File: src/rtl/psh_pkg.sv
// Shared types, widths, codes and helpers of the pair sum hash matcher.
// No dependencies.
package psh_pkg;

   localparam int TABLE_SIZE_DEF = 2048;
   localparam int QUEUE_DEPTH    = 4;

   localparam int COORD_W   = 16;
   localparam int IDX_W     = 5;
   localparam int TGT_W     = 18;
   localparam int KEY_W     = 19;  // lookup key at full width
   localparam int SKEY_W    = 18;  // stored key, holds any pair sum
   localparam int HV_W      = 22;  // 3*kx + ky
   localparam int U_W       = 23;  // offset hash value, never negative
   localparam int PROBE_W   = 12;
   localparam int PROBE_MAX = 4095;

   localparam int CSR_IDX_W  = 4;
   localparam int CSR_DATA_W = 32;
   localparam logic [CSR_IDX_W-1:0] REG_TARGET_X = 4'd0;
   localparam logic [CSR_IDX_W-1:0] REG_TARGET_Y = 4'd1;

   localparam logic CMD_INSERT = 1'b0;
   localparam logic CMD_LOOKUP = 1'b1;

   typedef struct packed {
      logic                      cmd;
      logic signed [COORD_W-1:0] first_x;
      logic signed [COORD_W-1:0] first_y;
      logic signed [COORD_W-1:0] second_x;
      logic signed [COORD_W-1:0] second_y;
      logic [IDX_W-1:0]          first_index;
      logic [IDX_W-1:0]          second_index;
   } req_type;

   typedef struct packed {
      logic             found;
      logic             table_full;
      logic [IDX_W-1:0] match_first;
      logic [IDX_W-1:0] match_second;
   } rsp_type;

   typedef struct packed {
      logic signed [TGT_W-1:0] target_x;
      logic signed [TGT_W-1:0] target_y;
   } cfg_type;

   typedef struct packed {
      logic                    cmd;
      logic signed [KEY_W-1:0] key_x;
      logic signed [KEY_W-1:0] key_y;
      logic [IDX_W-1:0]        first_index;
      logic [IDX_W-1:0]        second_index;
   } job_type;

   typedef struct packed {
      logic signed [SKEY_W-1:0] key_x;
      logic signed [SKEY_W-1:0] key_y;
      logic [IDX_W-1:0]         first_index;
      logic [IDX_W-1:0]         second_index;
   } entry_type;

   localparam int JOB_W   = $bits(job_type);
   localparam int ENTRY_W = $bits(entry_type);

   function automatic logic signed [KEY_W-1:0] ext_coord(input logic [COORD_W-1:0] v);
      return {{(KEY_W-COORD_W){v[COORD_W-1]}}, v};
   endfunction

   function automatic logic signed [KEY_W-1:0] ext_target(input logic [TGT_W-1:0] v);
      return {{(KEY_W-TGT_W){v[TGT_W-1]}}, v};
   endfunction

   function automatic logic signed [HV_W-1:0] ext_key(input logic [KEY_W-1:0] v);
      return {{(HV_W-KEY_W){v[KEY_W-1]}}, v};
   endfunction

   function automatic logic signed [KEY_W-1:0] ext_stored(input logic [SKEY_W-1:0] v);
      return {{(KEY_W-SKEY_W){v[SKEY_W-1]}}, v};
   endfunction

endpackage

File: src/rtl/psh_queue.sv
// Short flop based queue between the front and back parts.
// Depends on psh_pkg for the default depth.
module psh_queue
   import psh_pkg::*;
#(
   parameter int WIDTH = 8,
   parameter int DEPTH = QUEUE_DEPTH
) (
   input  logic             clock,
   input  logic             reset,
   input  logic             wr_en,
   input  logic [WIDTH-1:0] wr_data,
   output logic             full,
   input  logic             rd_en,
   output logic [WIDTH-1:0] rd_data,
   output logic             empty
);

   localparam int PTR_W = (DEPTH > 1) ? $clog2(DEPTH) : 1;
   localparam int CNT_W = $clog2(DEPTH + 1);

   logic [WIDTH-1:0] slot_ff [DEPTH];
   logic [PTR_W-1:0] wr_ptr_ff, wr_ptr_in;
   logic [PTR_W-1:0] rd_ptr_ff, rd_ptr_in;
   logic [CNT_W-1:0] count_ff, count_in;
   logic             do_wr, do_rd;

   assign full  = (count_ff == CNT_W'(DEPTH));
   assign empty = (count_ff == '0);
   assign do_wr = wr_en && !full;
   assign do_rd = rd_en && !empty;
   assign rd_data = slot_ff[rd_ptr_ff];

   always_comb begin
      wr_ptr_in = wr_ptr_ff;
      rd_ptr_in = rd_ptr_ff;
      count_in  = count_ff;
      if (do_wr) begin
         wr_ptr_in = (wr_ptr_ff == PTR_W'(DEPTH - 1)) ? '0 : wr_ptr_ff + 1'b1;
      end
      if (do_rd) begin
         rd_ptr_in = (rd_ptr_ff == PTR_W'(DEPTH - 1)) ? '0 : rd_ptr_ff + 1'b1;
      end
      if (do_wr && !do_rd) begin
         count_in = count_ff + 1'b1;
      end else if (do_rd && !do_wr) begin
         count_in = count_ff - 1'b1;
      end
   end

   always_ff @(posedge clock) begin
      if (reset) begin
         wr_ptr_ff <= '0;
         rd_ptr_ff <= '0;
         count_ff  <= '0;
      end else begin
         wr_ptr_ff <= wr_ptr_in;
         rd_ptr_ff <= rd_ptr_in;
         count_ff  <= count_in;
      end
   end

   always_ff @(posedge clock) begin
      if (do_wr) begin
         slot_ff[wr_ptr_ff] <= wr_data;
      end
   end

endmodule

File: config.mk
export PLATFORM = sky130hd
export DESIGN_NAME = psh_queue
export DESIGN_NICKNAME = d
export VERILOG_FILES = /design/src/rtl/psh_pkg.sv /design/src/rtl/psh_queue.sv
export SDC_FILE = /design/constraint.sdc
export NUM_CORES = 1
export LEC_CHECK = 0
export BUFFER_PORTS_ARGS = -buffer_cell sky130_fd_sc_hd__buf_2
export CORE_UTILIZATION = 50
export DETAILED_ROUTE_END_ITERATION = 8
export PLACE_DENSITY = 0.75
export SYNTH_ARGS = -nofsm -noshare
export SYNTH_HDL_FRONTEND = slang
export SYNTH_SLANG_ARGS = --single-unit
File: constraint.sdc
create_clock -name clock -period 2 [get_ports clock]
set_input_delay 0.2 -clock clock [delete_from_list [all_inputs] [get_ports clock]]
set_output_delay 0.2 -clock clock [all_outputs]
set_load 0.02 [all_outputs]
==> impl_metrics.yaml <==
die:
  die_y_um: 59.4
  start_util_pct: 53.5
  coreArea_sq_mm: 0.00308
  die_area_sq_mm: 0.00352
  io_pins: 22
  fp-row-count: 20
  die_w_um: 59.4
setup_path:
  cpMaxStageDelayCell: "fa_2"
  regToRegStartpoint: "count_ff[2]"
  crit_path_end_kind: "flip-flop"
  r2r_cells: 8
  cpPeakStageDelay_ns: 0.35
  path_max_fanout: 4
  critical_path_class: "reg2reg"
  critPathLaunchType: "flip-flop"
  path_buf_inv: 2
  r2r_end: "count_ff[2]"
  crit_required_ns: 2.27
  crit_chain: "buf_4 > o31ai_4 > ha_4 > inv_2 > fa_2 > xor2_1 > or3_4 > a21oi_1"
  critPathTopFamily: "adder cells"
  crit_arrival_ns: 2.25
  rrSetupSlack_ns: 0.02
clock_network:
  clk_path_buf_depth: 2
  htreeDepth: 2
  cts-buffers-inserted: 5
  cts_tree: "yes"
  clock-sinks: 41
  cts.root.buffer_cell: "clkbuf_4"
  clk_latency_ns: 0.34
  path_clk_slew_ns: 0.10
sta:
  drv_slew: 0
  setup_violations: 0
  period_share_pct: 99.1
  max_freq_mhz: 505
  fin_skew_ns: 0.00523
  setup_ws_ns: 0.0183
  finalCriticalPeriod_ns: 1.98
  relSlewSlack_pct: 74.9
  fin_tns_setup_ns: 0
  hold_viol: 0
  worst_slew_pin_slew_ns: 0.377
  rsz0062_at_grt: "true"
min_path:
  hold_end: "slot_ff[3][4]"
  min_path_type: "in2reg"
  holdCritStartpoint: "wr_data[4]"
  min_delay_path_depth: 1
power:
  power.density_mw_per_mm2: 1170
  p_leak_nw: 0.732
  irDropWorstVdd_uv: 722
global_routing:
  grt_pass1_vias: 951
  grt_use_total_pct: 18.7
  grt_pass1_wl_mm: 4.40
  grt_max_degree: 12
  gr-total-overflow: 0
  antenna_found_initial: 0
run:
  maxCapViolCount: 0
route:
  ant_nets: 0
  avgRoutedWirePerCell_um: 15.8
  first_pass_iters: 4
  wl_mm: 2.70
  viasPerCell: 5.12
  drtIter0Drc: 21
  drc: 0
  vias: 876
finish:
  final_cell_mix: "32 x edfxtp_1, 21 x buf_2, 10 x buf_4"
  multi_input_area_sq_um: 492
  diodes: 0
  fin_nets: 145
  drive_above_1_share_pct: 47.2
  layout_commonest_cell: "edfxtp_1"
  regArea_sq_mm: 0.00115
  area_growth_pct: 18.9
  fillers: 243
logic_synthesis:
  ys_ff_latch: 41
  ys_warn_count: 0
  avgSynthCellArea_sq_um: 17.9
  ys_seq_area_share_pct: 69.4
  netlist_area_sq_mm: 0.00165
  synth_nets: 111
  synthDistinctLibCells: 26
  synthCells: 92
place:
  post-place-ws_ns: -0.0781
  gp_congestion: 0.773
  hpwl_mm: 2.00
  portBuffers: 21
outcome:
  outcome: "completed"
==> registers in the layout (all words and copies together), names as in the netlist, named ones only <==
signal     count
slot_ff       32
count_ff       3
rd_ptr_ff      2
wr_ptr_ff      2
==> logic make-up (layout without fill, tap and decap cells) <==
kind of cell	Yosys count	after routing	synth area share, %
flip-flops	41	41	69.4
XOR/XNOR	2	2	1.06
adder cells (fa/ha/maj)	7	7	5.78
AO/OA/AOI/OAI	7	7	3.04
multiplexers	10	10	12.2
buffers and inverters	9	44	2.89
AND/OR/NAND/NOR	16	16	5.70
==> report_power, final <==
group | internal, W | switching [W]
clock | 0.000140 | 0.000231
combinational | 0.000395 | 0.000413
sequential | 0.00105 | 0.0000668
total | 0.00158 | 0.000710
==> Yosys cell counts <==
| cell | instances | area, sq um |
|---|---|---|
| buf_6 | 1 | 11.3 |
| inv_1 | 4 | 15.0 |
| clkbuf_1 | 1 | 3.75 |
| o21ai_0 | 1 | 5.00 |
| clkinv_4 | 1 | 8.76 |
| edfxtp_1 | 32 | 961 |
| mux2i_1 | 2 | 20.0 |
| and3_2 | 4 | 30.0 |
| o31ai_2 | 2 | 25.0 |
| or3b_1 | 1 | 8.76 |
| nor2_2 | 1 | 6.26 |
| nor3_1 | 2 | 10.0 |
| ha_1 | 6 | 75.1 |
| mux4_2 | 8 | 180 |
| o21ai_1 | 1 | 5.00 |
| or3_1 | 1 | 6.26 |
| nor2_1 | 3 | 11.3 |
| dfxtp_1 | 9 | 180 |
| buf_1 | 1 | 3.75 |
| xor2_1 | 2 | 17.5 |
| a21oi_1 | 3 | 15.0 |
| buf_2 | 1 | 5.00 |
| or3_2 | 1 | 7.51 |
| nand2_1 | 1 | 3.75 |
| fa_1 | 1 | 20.0 |
| nand3_1 | 2 | 10.0 |
==> metal layers <==
layer | wire, um | part of all wire, % | vias up | track usage (%)
met1 | 1040 | 38 | 429 | 19.9
met4 | 58 | 2.2 | 0 | 9.18
met3 | 123 | 4.6 | 6 | 6.33
li1 | - | - | 419 | -
met2 | 1480 | 55 | 22 | 32.7
met5 | 0 | 0 | - | 0
==> timing repair <==
item | CTS | global route
setup buffers | 0 | 0
endpoints found under the hold margin | 0 | 0
hold buffers | 0 | 0
cloned | 0 | 0
pin swaps | 2 | 0
endpoints found under the setup margin | 2 | 1
resized for setup | 3 | 0
==> how the worst max path moves through the flow <==
stage / end / depth (start not counted) / slack, ns / start
after floorplan: count_ff[2] / 10 / -0.02 / count_ff[2]
after global placement: count_ff[2] / 9 / 0.01 / count_ff[1]
after detailed placement: count_ff[2] / 9 / -0.08 / count_ff[1]
after CTS: count_ff[2] / 8 / 0.001 / count_ff[2]
after global routing: count_ff[2] / 8 / -0.05 / count_ff[2]
final: count_ff[2] / 8 / 0.02 / count_ff[2]
==> final cells by class <==
type / count / share of cell area [%]
flip-flops and latches: 41 / 58.8
multi-input cells: 42 / 25.1
repair buffers: 31 / 9.21
well taps: 44 / 2.81
clock buffers: 8 / 2.49
inverters: 5 / 1.60
==> through the flow <==
| stage | hold slack, ns | area (sq um) | util, % | cells | power, W |
|---|---|---|---|---|---|
| 2_1_floorplan | 0.299 | 1680 | - | 92 | 0.00164 |
| 3_3_place_gp | 0.410 | 1890 | 61.3 | 163 | 0.00187 |
| 3_5_place_dp | 0.419 | 1890 | 61.3 | 163 | 0.00192 |
| 4_1_cts | 0.0563 | 1960 | 63.6 | 171 | 0.00233 |
| 5_1_grt | 0.0497 | 1960 | 63.6 | 171 | 0.00243 |
| 6_report | 0.0678 | 1960 | 63.6 | 171 | 0.00229 |
No activity file was read; power rests on OpenSTA's default activity.
