<file path="config.mk">
export PLATFORM = sky130hd
export DESIGN_NAME = psh_front
export DESIGN_NICKNAME = d
export VERILOG_FILES = /design/src/rtl/psh_pkg.sv /design/src/rtl/psh_front.sv
export SDC_FILE = /design/constraint.sdc
export NUM_CORES = 1
export LEC_CHECK = 0
export BUFFER_PORTS_ARGS = -buffer_cell sky130_fd_sc_hd__buf_2
export CAP_MARGIN = 15
export CORE_AREA = 8 8 179 181
export CTS_CLUSTER_DIAMETER = 30
export DETAILED_ROUTE_END_ITERATION = 8
export DIE_AREA = 0 0 187 189
export GPL_TIMING_DRIVEN = 0
export HOLD_SLACK_MARGIN = 0.06
export PLACE_DENSITY_LB_ADDON = 0.12
export SYNTH_ARGS = -nofsm -noshare
export SYNTH_HDL_FRONTEND = slang
export SYNTH_SLANG_ARGS = --single-unit
</file>
<file path="constraint.sdc">
create_clock -name clock -period 6.9 [get_ports clock]
set_input_delay 0.69 -clock clock [delete_from_list [all_inputs] [get_ports clock]]
set_output_delay 0.69 -clock clock [all_outputs]
set_load 0.1 [all_outputs]
</file>
<file path="src/rtl/psh_pkg.sv">
// Shared types, widths, codes and helpers of the pair sum hash matcher.
// No dependencies.
package psh_pkg;

   localparam int TABLE_SIZE_DEF = 2048;
   localparam int QUEUE_DEPTH    = 4;

   localparam int COORD_W   = 16;
   localparam int IDX_W     = 5;
   localparam int TGT_W     = 18;
   localparam int KEY_W     = 19;  // lookup key at full width
   localparam int SKEY_W    = 18;  // stored key, holds any pair sum
   localparam int HV_W      = 22;  // 3*kx + ky
   localparam int U_W       = 23;  // offset hash value, never negative
   localparam int PROBE_W   = 12;
   localparam int PROBE_MAX = 4095;

   localparam int CSR_IDX_W  = 4;
   localparam int CSR_DATA_W = 32;
   localparam logic [CSR_IDX_W-1:0] REG_TARGET_X = 4'd0;
   localparam logic [CSR_IDX_W-1:0] REG_TARGET_Y = 4'd1;

   localparam logic CMD_INSERT = 1'b0;
   localparam logic CMD_LOOKUP = 1'b1;

   typedef struct packed {
      logic                      cmd;
      logic signed [COORD_W-1:0] first_x;
      logic signed [COORD_W-1:0] first_y;
      logic signed [COORD_W-1:0] second_x;
      logic signed [COORD_W-1:0] second_y;
      logic [IDX_W-1:0]          first_index;
      logic [IDX_W-1:0]          second_index;
   } req_type;

   typedef struct packed {
      logic             found;
      logic             table_full;
      logic [IDX_W-1:0] match_first;
      logic [IDX_W-1:0] match_second;
   } rsp_type;

   typedef struct packed {
      logic signed [TGT_W-1:0] target_x;
      logic signed [TGT_W-1:0] target_y;
   } cfg_type;

   typedef struct packed {
      logic                    cmd;
      logic signed [KEY_W-1:0] key_x;
      logic signed [KEY_W-1:0] key_y;
      logic [IDX_W-1:0]        first_index;
      logic [IDX_W-1:0]        second_index;
   } job_type;

   typedef struct packed {
      logic signed [SKEY_W-1:0] key_x;
      logic signed [SKEY_W-1:0] key_y;
      logic [IDX_W-1:0]         first_index;
      logic [IDX_W-1:0]         second_index;
   } entry_type;

   localparam int JOB_W   = $bits(job_type);
   localparam int ENTRY_W = $bits(entry_type);

   function automatic logic signed [KEY_W-1:0] ext_coord(input logic [COORD_W-1:0] v);
      return {{(KEY_W-COORD_W){v[COORD_W-1]}}, v};
   endfunction

   function automatic logic signed [KEY_W-1:0] ext_target(input logic [TGT_W-1:0] v);
      return {{(KEY_W-TGT_W){v[TGT_W-1]}}, v};
   endfunction

   function automatic logic signed [HV_W-1:0] ext_key(input logic [KEY_W-1:0] v);
      return {{(HV_W-KEY_W){v[KEY_W-1]}}, v};
   endfunction

   function automatic logic signed [KEY_W-1:0] ext_stored(input logic [SKEY_W-1:0] v);
      return {{(KEY_W-SKEY_W){v[SKEY_W-1]}}, v};
   endfunction

endpackage

</file>
<file path="src/rtl/psh_front.sv">
// Front part: accepts items, forms the key and reduces the hash to a slot.
// Depends on psh_pkg.
module psh_front
   import psh_pkg::*;
#(
   parameter int TABLE_SIZE = TABLE_SIZE_DEF,
   localparam int AW = $clog2(TABLE_SIZE)
) (
   input  logic                clock,
   input  logic                reset,
   input  logic                hold,
   input  logic                push,
   output logic                full,
   input  req_type             req_data,
   input  cfg_type             cfg,
   output logic                q_push,
   input  logic                q_full,
   output logic [JOB_W+AW-1:0] q_data
);

   localparam bit IS_POW2 = (TABLE_SIZE == (1 << AW));
   localparam int STEP_W  = 2;
   // Multiple of the table size that lifts every hash value above zero.
   localparam int OFFSET  = TABLE_SIZE * ((2**(HV_W-1) + TABLE_SIZE - 1) / TABLE_SIZE);
   // Table size reciprocal scaled by 2**U_W; the quotient it gives is exact
   // or one short for any offset hash value.
   localparam logic [U_W-1:0] RECIP  = U_W'((longint'(1) << U_W) / TABLE_SIZE);
   localparam logic [U_W-1:0] SIZE_U = U_W'(TABLE_SIZE);

   localparam logic [1:0] F_IDLE   = 2'd0;
   localparam logic [1:0] F_KEY    = 2'd1;
   localparam logic [1:0] F_REDUCE = 2'd2;
   localparam logic [1:0] F_PUSH   = 2'd3;

   logic [1:0]        state_ff, state_in;
   req_type           req_ff, req_in;
   job_type           job_ff, job_in;
   logic [U_W-1:0]    u_ff, u_in;
   logic [U_W-1:0]    quot_ff, quot_in;
   logic [STEP_W-1:0] step_ff, step_in;
   logic [AW-1:0]     hash_ff, hash_in;

   logic                   accept;
   logic signed [KEY_W-1:0] key_x, key_y;
   logic signed [HV_W-1:0]  kx_h, ky_h, hval;
   logic [U_W-1:0]          u_start, u_next;
   logic [2*U_W-1:0]        prod, qt_prod;

   assign full   = (state_ff != F_IDLE) || hold;
   assign accept = push && !full;
   assign q_push = (state_ff == F_PUSH);
   assign q_data = {hash_ff, job_ff};

   always_comb begin
      if (req_ff.cmd == CMD_INSERT) begin
         key_x = ext_coord(req_ff.first_x) + ext_coord(req_ff.second_x);
         key_y = ext_coord(req_ff.first_y) + ext_coord(req_ff.second_y);
      end else begin
         key_x = ext_target(cfg.target_x) - ext_coord(req_ff.first_x)
               - ext_coord(req_ff.second_x);
         key_y = ext_target(cfg.target_y) - ext_coord(req_ff.first_y)
               - ext_coord(req_ff.second_y);
      end
      kx_h    = ext_key(key_x);
      ky_h    = ext_key(key_y);
      hval    = kx_h + (kx_h <<< 1) + ky_h;
      u_start = {{(U_W-HV_W){hval[HV_W-1]}}, hval} + U_W'(OFFSET);
      prod    = (2*U_W)'(u_ff) * (2*U_W)'(RECIP);
      qt_prod = (2*U_W)'(quot_ff) * (2*U_W)'(SIZE_U);
      u_next  = (u_ff >= SIZE_U) ? u_ff - SIZE_U : u_ff;
   end

   always_comb begin
      state_in = state_ff;
      req_in   = req_ff;
      job_in   = job_ff;
      u_in     = u_ff;
      quot_in  = quot_ff;
      step_in  = step_ff;
      hash_in  = hash_ff;
      case (state_ff)
         F_IDLE: begin
            if (accept) begin
               req_in   = req_data;
               state_in = F_KEY;
            end
         end
         F_KEY: begin
            job_in.cmd          = req_ff.cmd;
            job_in.key_x        = key_x;
            job_in.key_y        = key_y;
            job_in.first_index  = req_ff.first_index;
            job_in.second_index = req_ff.second_index;
            if (IS_POW2) begin
               // Two's complement low bits are already the non-negative residue.
               hash_in  = hval[AW-1:0];
               state_in = F_PUSH;
            end else begin
               u_in     = u_start;
               step_in  = STEP_W'(2);
               state_in = F_REDUCE;
            end
         end
         F_REDUCE: begin
            // Estimate the quotient, take its multiple off, then correct once.
            if (step_ff == STEP_W'(2)) begin
               quot_in = prod[2*U_W-1:U_W];
            end else if (step_ff == STEP_W'(1)) begin
               u_in = u_ff - qt_prod[U_W-1:0];
            end else begin
               hash_in  = u_next[AW-1:0];
               state_in = F_PUSH;
            end
            step_in = step_ff - 1'b1;
         end
         F_PUSH: begin
            if (!q_full) begin
               state_in = F_IDLE;
            end
         end
         default: begin
            state_in = F_IDLE;
         end
      endcase
   end

   always_ff @(posedge clock) begin
      if (reset) begin
         state_ff <= F_IDLE;
      end else begin
         state_ff <= state_in;
      end
   end

   always_ff @(posedge clock) begin
      req_ff  <= req_in;
      job_ff  <= job_in;
      u_ff    <= u_in;
      quot_ff <= quot_in;
      step_ff <= step_in;
      hash_ff <= hash_in;
   end

endmodule

</file>
==> impl_metrics.tcl, run 1 <==
set metrics [dict create \
    vias 6828 \
    final_nets 1333 \
    final_hold_viol_count 0 \
    yosys_most_used_dff "edfxtp_1" \
    synth_area_leaders "edfxtp_1 (42%), ha_1 (16%), fa_1 (8.8%)" \
    place.gp.congestion 0.7840 \
    power_density_nw_per_um2 540.9 \
    worstMarginPinSlew_ns 0.9214 \
    hold_path_startpoint "req_ff[8]$_DFFE_PP_" \
    htreeDepth 4 \
    clock.fmax_ghz 0.1825 \
    initial_core_util_pct 33.50 \
    critPathArrivalTime_ns 5.65 \
    dpl.hpwl_um 19200 \
    clockBufferDepth 2 \
    r2r_start "req_ff[74]$_DFFE_PP_" \
    io_buffers 177 \
    syn_area_per_cell_um2 11.51 \
    p_leak_nw 5.184 \
    cts.sinks 139 \
    die_w_um 187 \
    diodes 0 \
    hp-class "reg2reg" \
    grt_max_degree 33 \
    drv_cap 0 \
    synth-seq-area-share_pct 42.40 \
    ant_nets 0 \
    synth-seq-cells 139 \
    drive_gt1_share_pct 21.73 \
    synth.distinct_cells 67 \
    io-pin-count 178 \
    synth_area_um2 9798 \
    clkTransAtPathRegs_ns 0.06 \
    setup_viol 0 \
    period_share_pct 79.40 \
    power_mw 6.419 \
    drc 0 \
    cts_tree "done" \
    ir_drop_mv 0.2826 \
    synth_edf_count 137 \
    required_ns 7.07 \
    synth_top_area_share_pct 41.99 \
    dieHeight_um 189 \
    fin_crit_ns 5.479 \
    synth_nets 1134 \
    first_pass_iters 6 \
    via_per_inst 4.699 \
    relSlewSlack_pct 38.57 \
    cp-startpoint "req_ff[74]$_DFFE_PP_" \
    clk_latency_ns 0.43 \
    yosysTopAreaCell "edfxtp_1" \
    report.final.slew_viol_count 0 \
    fin_cells 1453 \
    postSynthCellCount 851 \
    dp.cells 1421 \
    routed_wl_um 24400 \
    grt_pass1_wl_um 38550 \
    cts-resized-gates 0 \
    cts_root_buffer "clkbuf_16" \
    end_kind "register" \
    synth_common_cells "edfxtp_1 (137), ha_1 (124), inv_1 (97)" \
    syn2layout_area_growth_pct 21.11 \
    cts_setup_buffers 0 \
    core.rowCount 63 \
    synth_most_common_cell "edfxtp_1" \
    rsz0062_at_grt "false" \
    track_usage_pct 13.89 \
    final_core_util_pct 40.58 \
    critPathKind "reg2reg" \
    outcome "complete, no violations" \
    grt_overflow 0 \
    wl_per_cell_um 16.79 \
    critPathMaxFanout 10 \
    antenna_found_initial 3 \
    startpoint_type "register" \
    fin_setup_tns_ns 0 \
    yosysWarningCount 0 \
    grt_pass1_vias 7241 \
    die_area_um2 35340 \
    first_iter_violations 232 \
    fin_skew_ns 0.01089 \
    ys_async_sr_fraction_pct 0 \
    core_um2 29240 \
    ctsHoldBuffers 0 \
    numCtsBuffers 17 \
]
## stage by stage
step	worst slack (ns)	hold WS, ns	area [um^2]
after CTS	1.330	0.4091	11870
after global placement	-0.2322	0.4012	11170
final	1.421	0.4182	11870
after global routing	1.064	0.4046	11870
after floorplan	1.097	0.4003	9798
after detailed placement	1.363	0.4052	11240
## per-layer routing
| layer | track usage [%] | vias to the layer above | wire, um |
|---|---|---|---|
| met5 | 0 | - | 34 |
| met4 | 3.054 | 6 | 192 |
| met3 | 3.918 | 18 | 1166 |
| met2 | 21.69 | 158 | 10750 |
| met1 | 18.94 | 3191 | 12260 |
| li1 | - | 3455 | - |
## cell type report
| type | instances | area (um^2) |
|---|---|---|
| Timing Repair Buffer | 180 | 945.9 |
| Multi-Input combinational cell | 607 | 5250 |
| Tap cell | 390 | 488.0 |
| Sequential cell | 139 | 4154 |
| Clock inverter | 13 | 191.4 |
| Buffer | 7 | 36.28 |
| Inverter | 98 | 367.9 |
| Clock buffer | 19 | 432.9 |
| Fill cell | 2890 | 17380 |
## worst max-delay path: stages (launching register included)
cell	delay (ns)
edfxtp_1	0.45
clkbuf_8	0.24
clkbuf_1	0.71
buf_1	0.70
mux2i_1	0.66
fa_1	0.55
ha_1	0.30
a21o_1	0.17
a21oi_1	0.22
nor2b_1	0.07
o21a_1	0.19
nor4_1	0.30
o41ai_1	0.20
xnor2_1	0.18
xnor3_1	0.22
## logic make-up after synthesis
kind of cell / Yosys count / share of synthesized area [%]
mux: 11 / 1.277
simple gates: 171 / 8.811
compound gates: 196 / 13.09
xor+xnor: 62 / 5.683
buf+inv: 105 / 4.125
fa+ha+maj: 167 / 24.62
flops: 139 / 42.40
## final timing paths
check                                              to  slack (ns)  cells after the start
worst max-delay path            hash_ff[10]$_DFFE_PP_        1.42                     14
worst min register to register    q_data[8]$_DFFE_PN_        0.42                      0
worst max register to register  hash_ff[10]$_DFFE_PP_        1.42                     14
worst min-delay path              q_data[8]$_DFFE_PN_        0.42                      0
## cells in the final DEF (no fill, tap or decap), types with 4 or more instances in the layout
cell type and count:
a211oi_1 11, o31ai_1 6, nor4_1 7, a31oi_1 6
nor2b_1 9, nand2_1 27, mux2i_1 8, or3_1 11
o21ai_1 10, nand2b_1 10, a21o_1 18, nand3_1 11
inv_1 97, bufinv_16 4, o21bai_1 11, a21oi_1 51
o21ai_0 36, o21a_1 12, xor2_1 28, clkbuf_1 7
edfxtp_1 137, buf_2 177, ha_1 123, nor2_1 49
fa_1 43, nor3_1 22, clkbuf_16 17, and3_1 5
xnor2_1 33, o2111ai_1 5, or2_2 4
## report_power, final
| part | internal (mW) | switching, mW |
|---|---|---|
| logic | 1.26 | 2.70 |
| registers | 1.37 | 0.0932 |
| clock network | 0.609 | 0.396 |
## registers in the layout, indices dropped and copies added, names as in the netlist
name and count:
state_ff 2, hash_ff 11, req_ff 75, q_data 49, step_ff 2
Note: power is estimated with default switching activity, not from simulation.
==> inputs of run 2 (changes only) <==
Clock period 6.9 ns to 4.85 ns, I/O delays scaled along.
==> run 2 against run 1 <==
Sequential power is 42% higher. Wire length decreased by 0.31%. Power rose by 42%. Global-route usage about the same. Critical path depth unchanged. Critical endpoint unchanged. Largest cell class unchanged.
==> impl_metrics.tcl, run 2 (synthesis gave the netlist of run 1 again) <==
set metrics [dict create \
    die_w_um 187 \
    track_usage_pct 13.90 \
    largest_reg_flops 75 \
    die_area_um2 35340 \
    grt_max_degree 33 \
    reg2reg_slack_ns 0.33 \
    via_per_inst 4.752 \
    critPathKind "reg2reg" \
    relSlewSlack_pct 45.50 \
    clkTransAtPathRegs_ns 0.07 \
    place.gp.congestion 0.7823 \
    grt_overflow 0 \
    clk_latency_ns 0.42 \
    reg2regPathDepth 14 \
    drv_cap 0 \
    htreeDepth 4 \
    cp-startpoint "req_ff[74]$_DFFE_PP_" \
    power_density_nw_per_um2 764.8 \
    final_hold_viol_count 0 \
    antenna_found_initial 3 \
    core_um2 29240 \
    outcome "complete, no violations" \
    drc 0 \
    ir_drop_mv 0.4358 \
    cp-endpoint "hash_ff[10]$_DFFE_PP_" \
    cts_tree "done" \
    critPathMaxFanout 10 \
    report.final.slew_viol_count 0 \
    wl_per_cell_um 16.74 \
    hp-class "in2reg" \
    fin_crit_ns 4.523 \
    p_leak_nw 5.189 \
    dieHeight_um 189 \
    hold_slack_ns 0.2296 \
    multiInputGateArea_um2 5314 \
    period_share_pct 93.25 \
    vias 6904 \
    final_area_um2 11880 \
    layout_commonest_cell "buf_2" \
    first_pass_iters 5 \
    clockBufferDepth 2 \
    numCtsBuffers 17 \
    final_nets 1333 \
    required_ns 5.01 \
    critPathArrivalTime_ns 4.68 \
    setup_viol 0 \
    io-pin-count 178 \
    first_iter_violations 298 \
    initial_core_util_pct 33.50 \
    diodes 0 \
    startpoint_type "register" \
    worstMarginPinSlew_ns 0.8175 \
    grt_pass1_wl_um 38450 \
    syn2layout_area_growth_pct 21.27 \
    drive_gt1_share_pct 23.42 \
    dpl_cell_area_um2 11240 \
    ant_nets 0 \
    cts.sinks 139 \
    seq_area_um2 4154 \
    r2r_start "req_ff[74]$_DFFE_PP_" \
    routed_wl_um 24330 \
    r2r-end "hash_ff[10]$_DFFE_PP_" \
    final_cell_mix "buf_2 (178), edfxtp_1 (137), ha_1 (123), inv_1 (97), nor2_1 (49)" \
    io_buffers 177 \
    clock.fmax_ghz 0.2211 \
    fill_cells 2820 \
    fin_skew_ns 0.008899 \
    regMostFlops "req_ff" \
    grt_pass1_vias 7223 \
    end_kind "register" \
    dpl.hpwl_um 19410 \
    core.rowCount 63 \
    cts_root_buffer "clkbuf_16" \
]
[run 2: how the worst min path moves through the flow]
stage | endpoint | cells past startpoint | start | slack, ns
2_1_floorplan | q_data[0]$_DFFE_PN_ | 0 | req_ff[0]$_DFFE_PP_ | 0.40
3_3_place_gp | q_data[9]$_DFFE_PN_ | 0 | req_ff[9]$_DFFE_PP_ | 0.40
3_5_place_dp | q_data[5]$_DFFE_PN_ | 0 | req_ff[5]$_DFFE_PP_ | 0.41
4_1_cts | req_ff[33]$_DFFE_PP_ | 1 | req_data[33] | 0.20
5_1_grt | req_ff[35]$_DFFE_PP_ | 1 | req_data[35] | 0.20
6_report | req_ff[25]$_DFFE_PP_ | 1 | req_data[25] | 0.23
[run 2: per-stage QoR]
step / cells / util (%) / total power [mW] / setup slack [ns] / TNS, ns
floorplan: 851 / - / 6.642 / 0.5809 / 0
global placement: 1418 / 38.21 / 7.751 / -0.7591 / -1.917
detailed placement: 1421 / 38.44 / 7.766 / -0.7162 / -1.723
CTS: 1453 / 40.46 / 9.115 / 0.04591 / 0
global route: 1453 / 40.63 / 9.778 / -0.008257 / -0.008257
finish: 1453 / 40.63 / 9.087 / 0.3272 / 0
[run 2: report_power, final]
group	internal [mW]	switching [mW]	total, mW
logic	1.84	3.89	5.74
clock network	0.684	0.596	1.28
registers	1.94	0.131	2.07
total	4.47	4.62	9.09
[run 2: repair_timing]
action | in CTS | in global routing
resized for setup | 9 | 13
hold buffers | 0 | 0
buffers inserted | 0 | 0
endpoints found under the hold margin | 0 | 0
endpoints found under the setup margin | 4 | 2
[run 2: worst max-delay path, cell delays in order, from the launching register on]
cell and delay (ns):
edfxtp_1 0.46, clkbuf_8 0.25, clkbuf_2 0.40, buf_2 0.45, mux2i_4 0.42, fa_1 0.50, ha_1 0.30, a21o_1 0.18
a21oi_1 0.22, nor2b_1 0.07, o21a_1 0.20, nor4_2 0.23, o41ai_2 0.15, xnor2_1 0.17, xnor3_1 0.23
[run 2: cell type report]
class	instances	area share (%)
plain buffers	7	0.3475
clock buffers	17	3.580
clock inverters	15	1.232
inverters	98	3.096
multi-input cells	607	44.72
flip-flops and latches	139	34.96
well taps	390	4.107
repair buffers	180	7.960
[run 2: metal layers]
| metal | part of all wire, % | wire, um | up-vias | GRT usage [%] |
|---|---|---|---|---|
| li1 | - | - | 3447 | - |
| met1 | 50 | 12090 | 3262 | 18.74 |
| met2 | 44 | 10770 | 172 | 21.69 |
| met3 | 5.0 | 1208 | 17 | 3.955 |
| met4 | 0.92 | 225 | 6 | 3.543 |
| met5 | 0.11 | 26 | - | 0 |
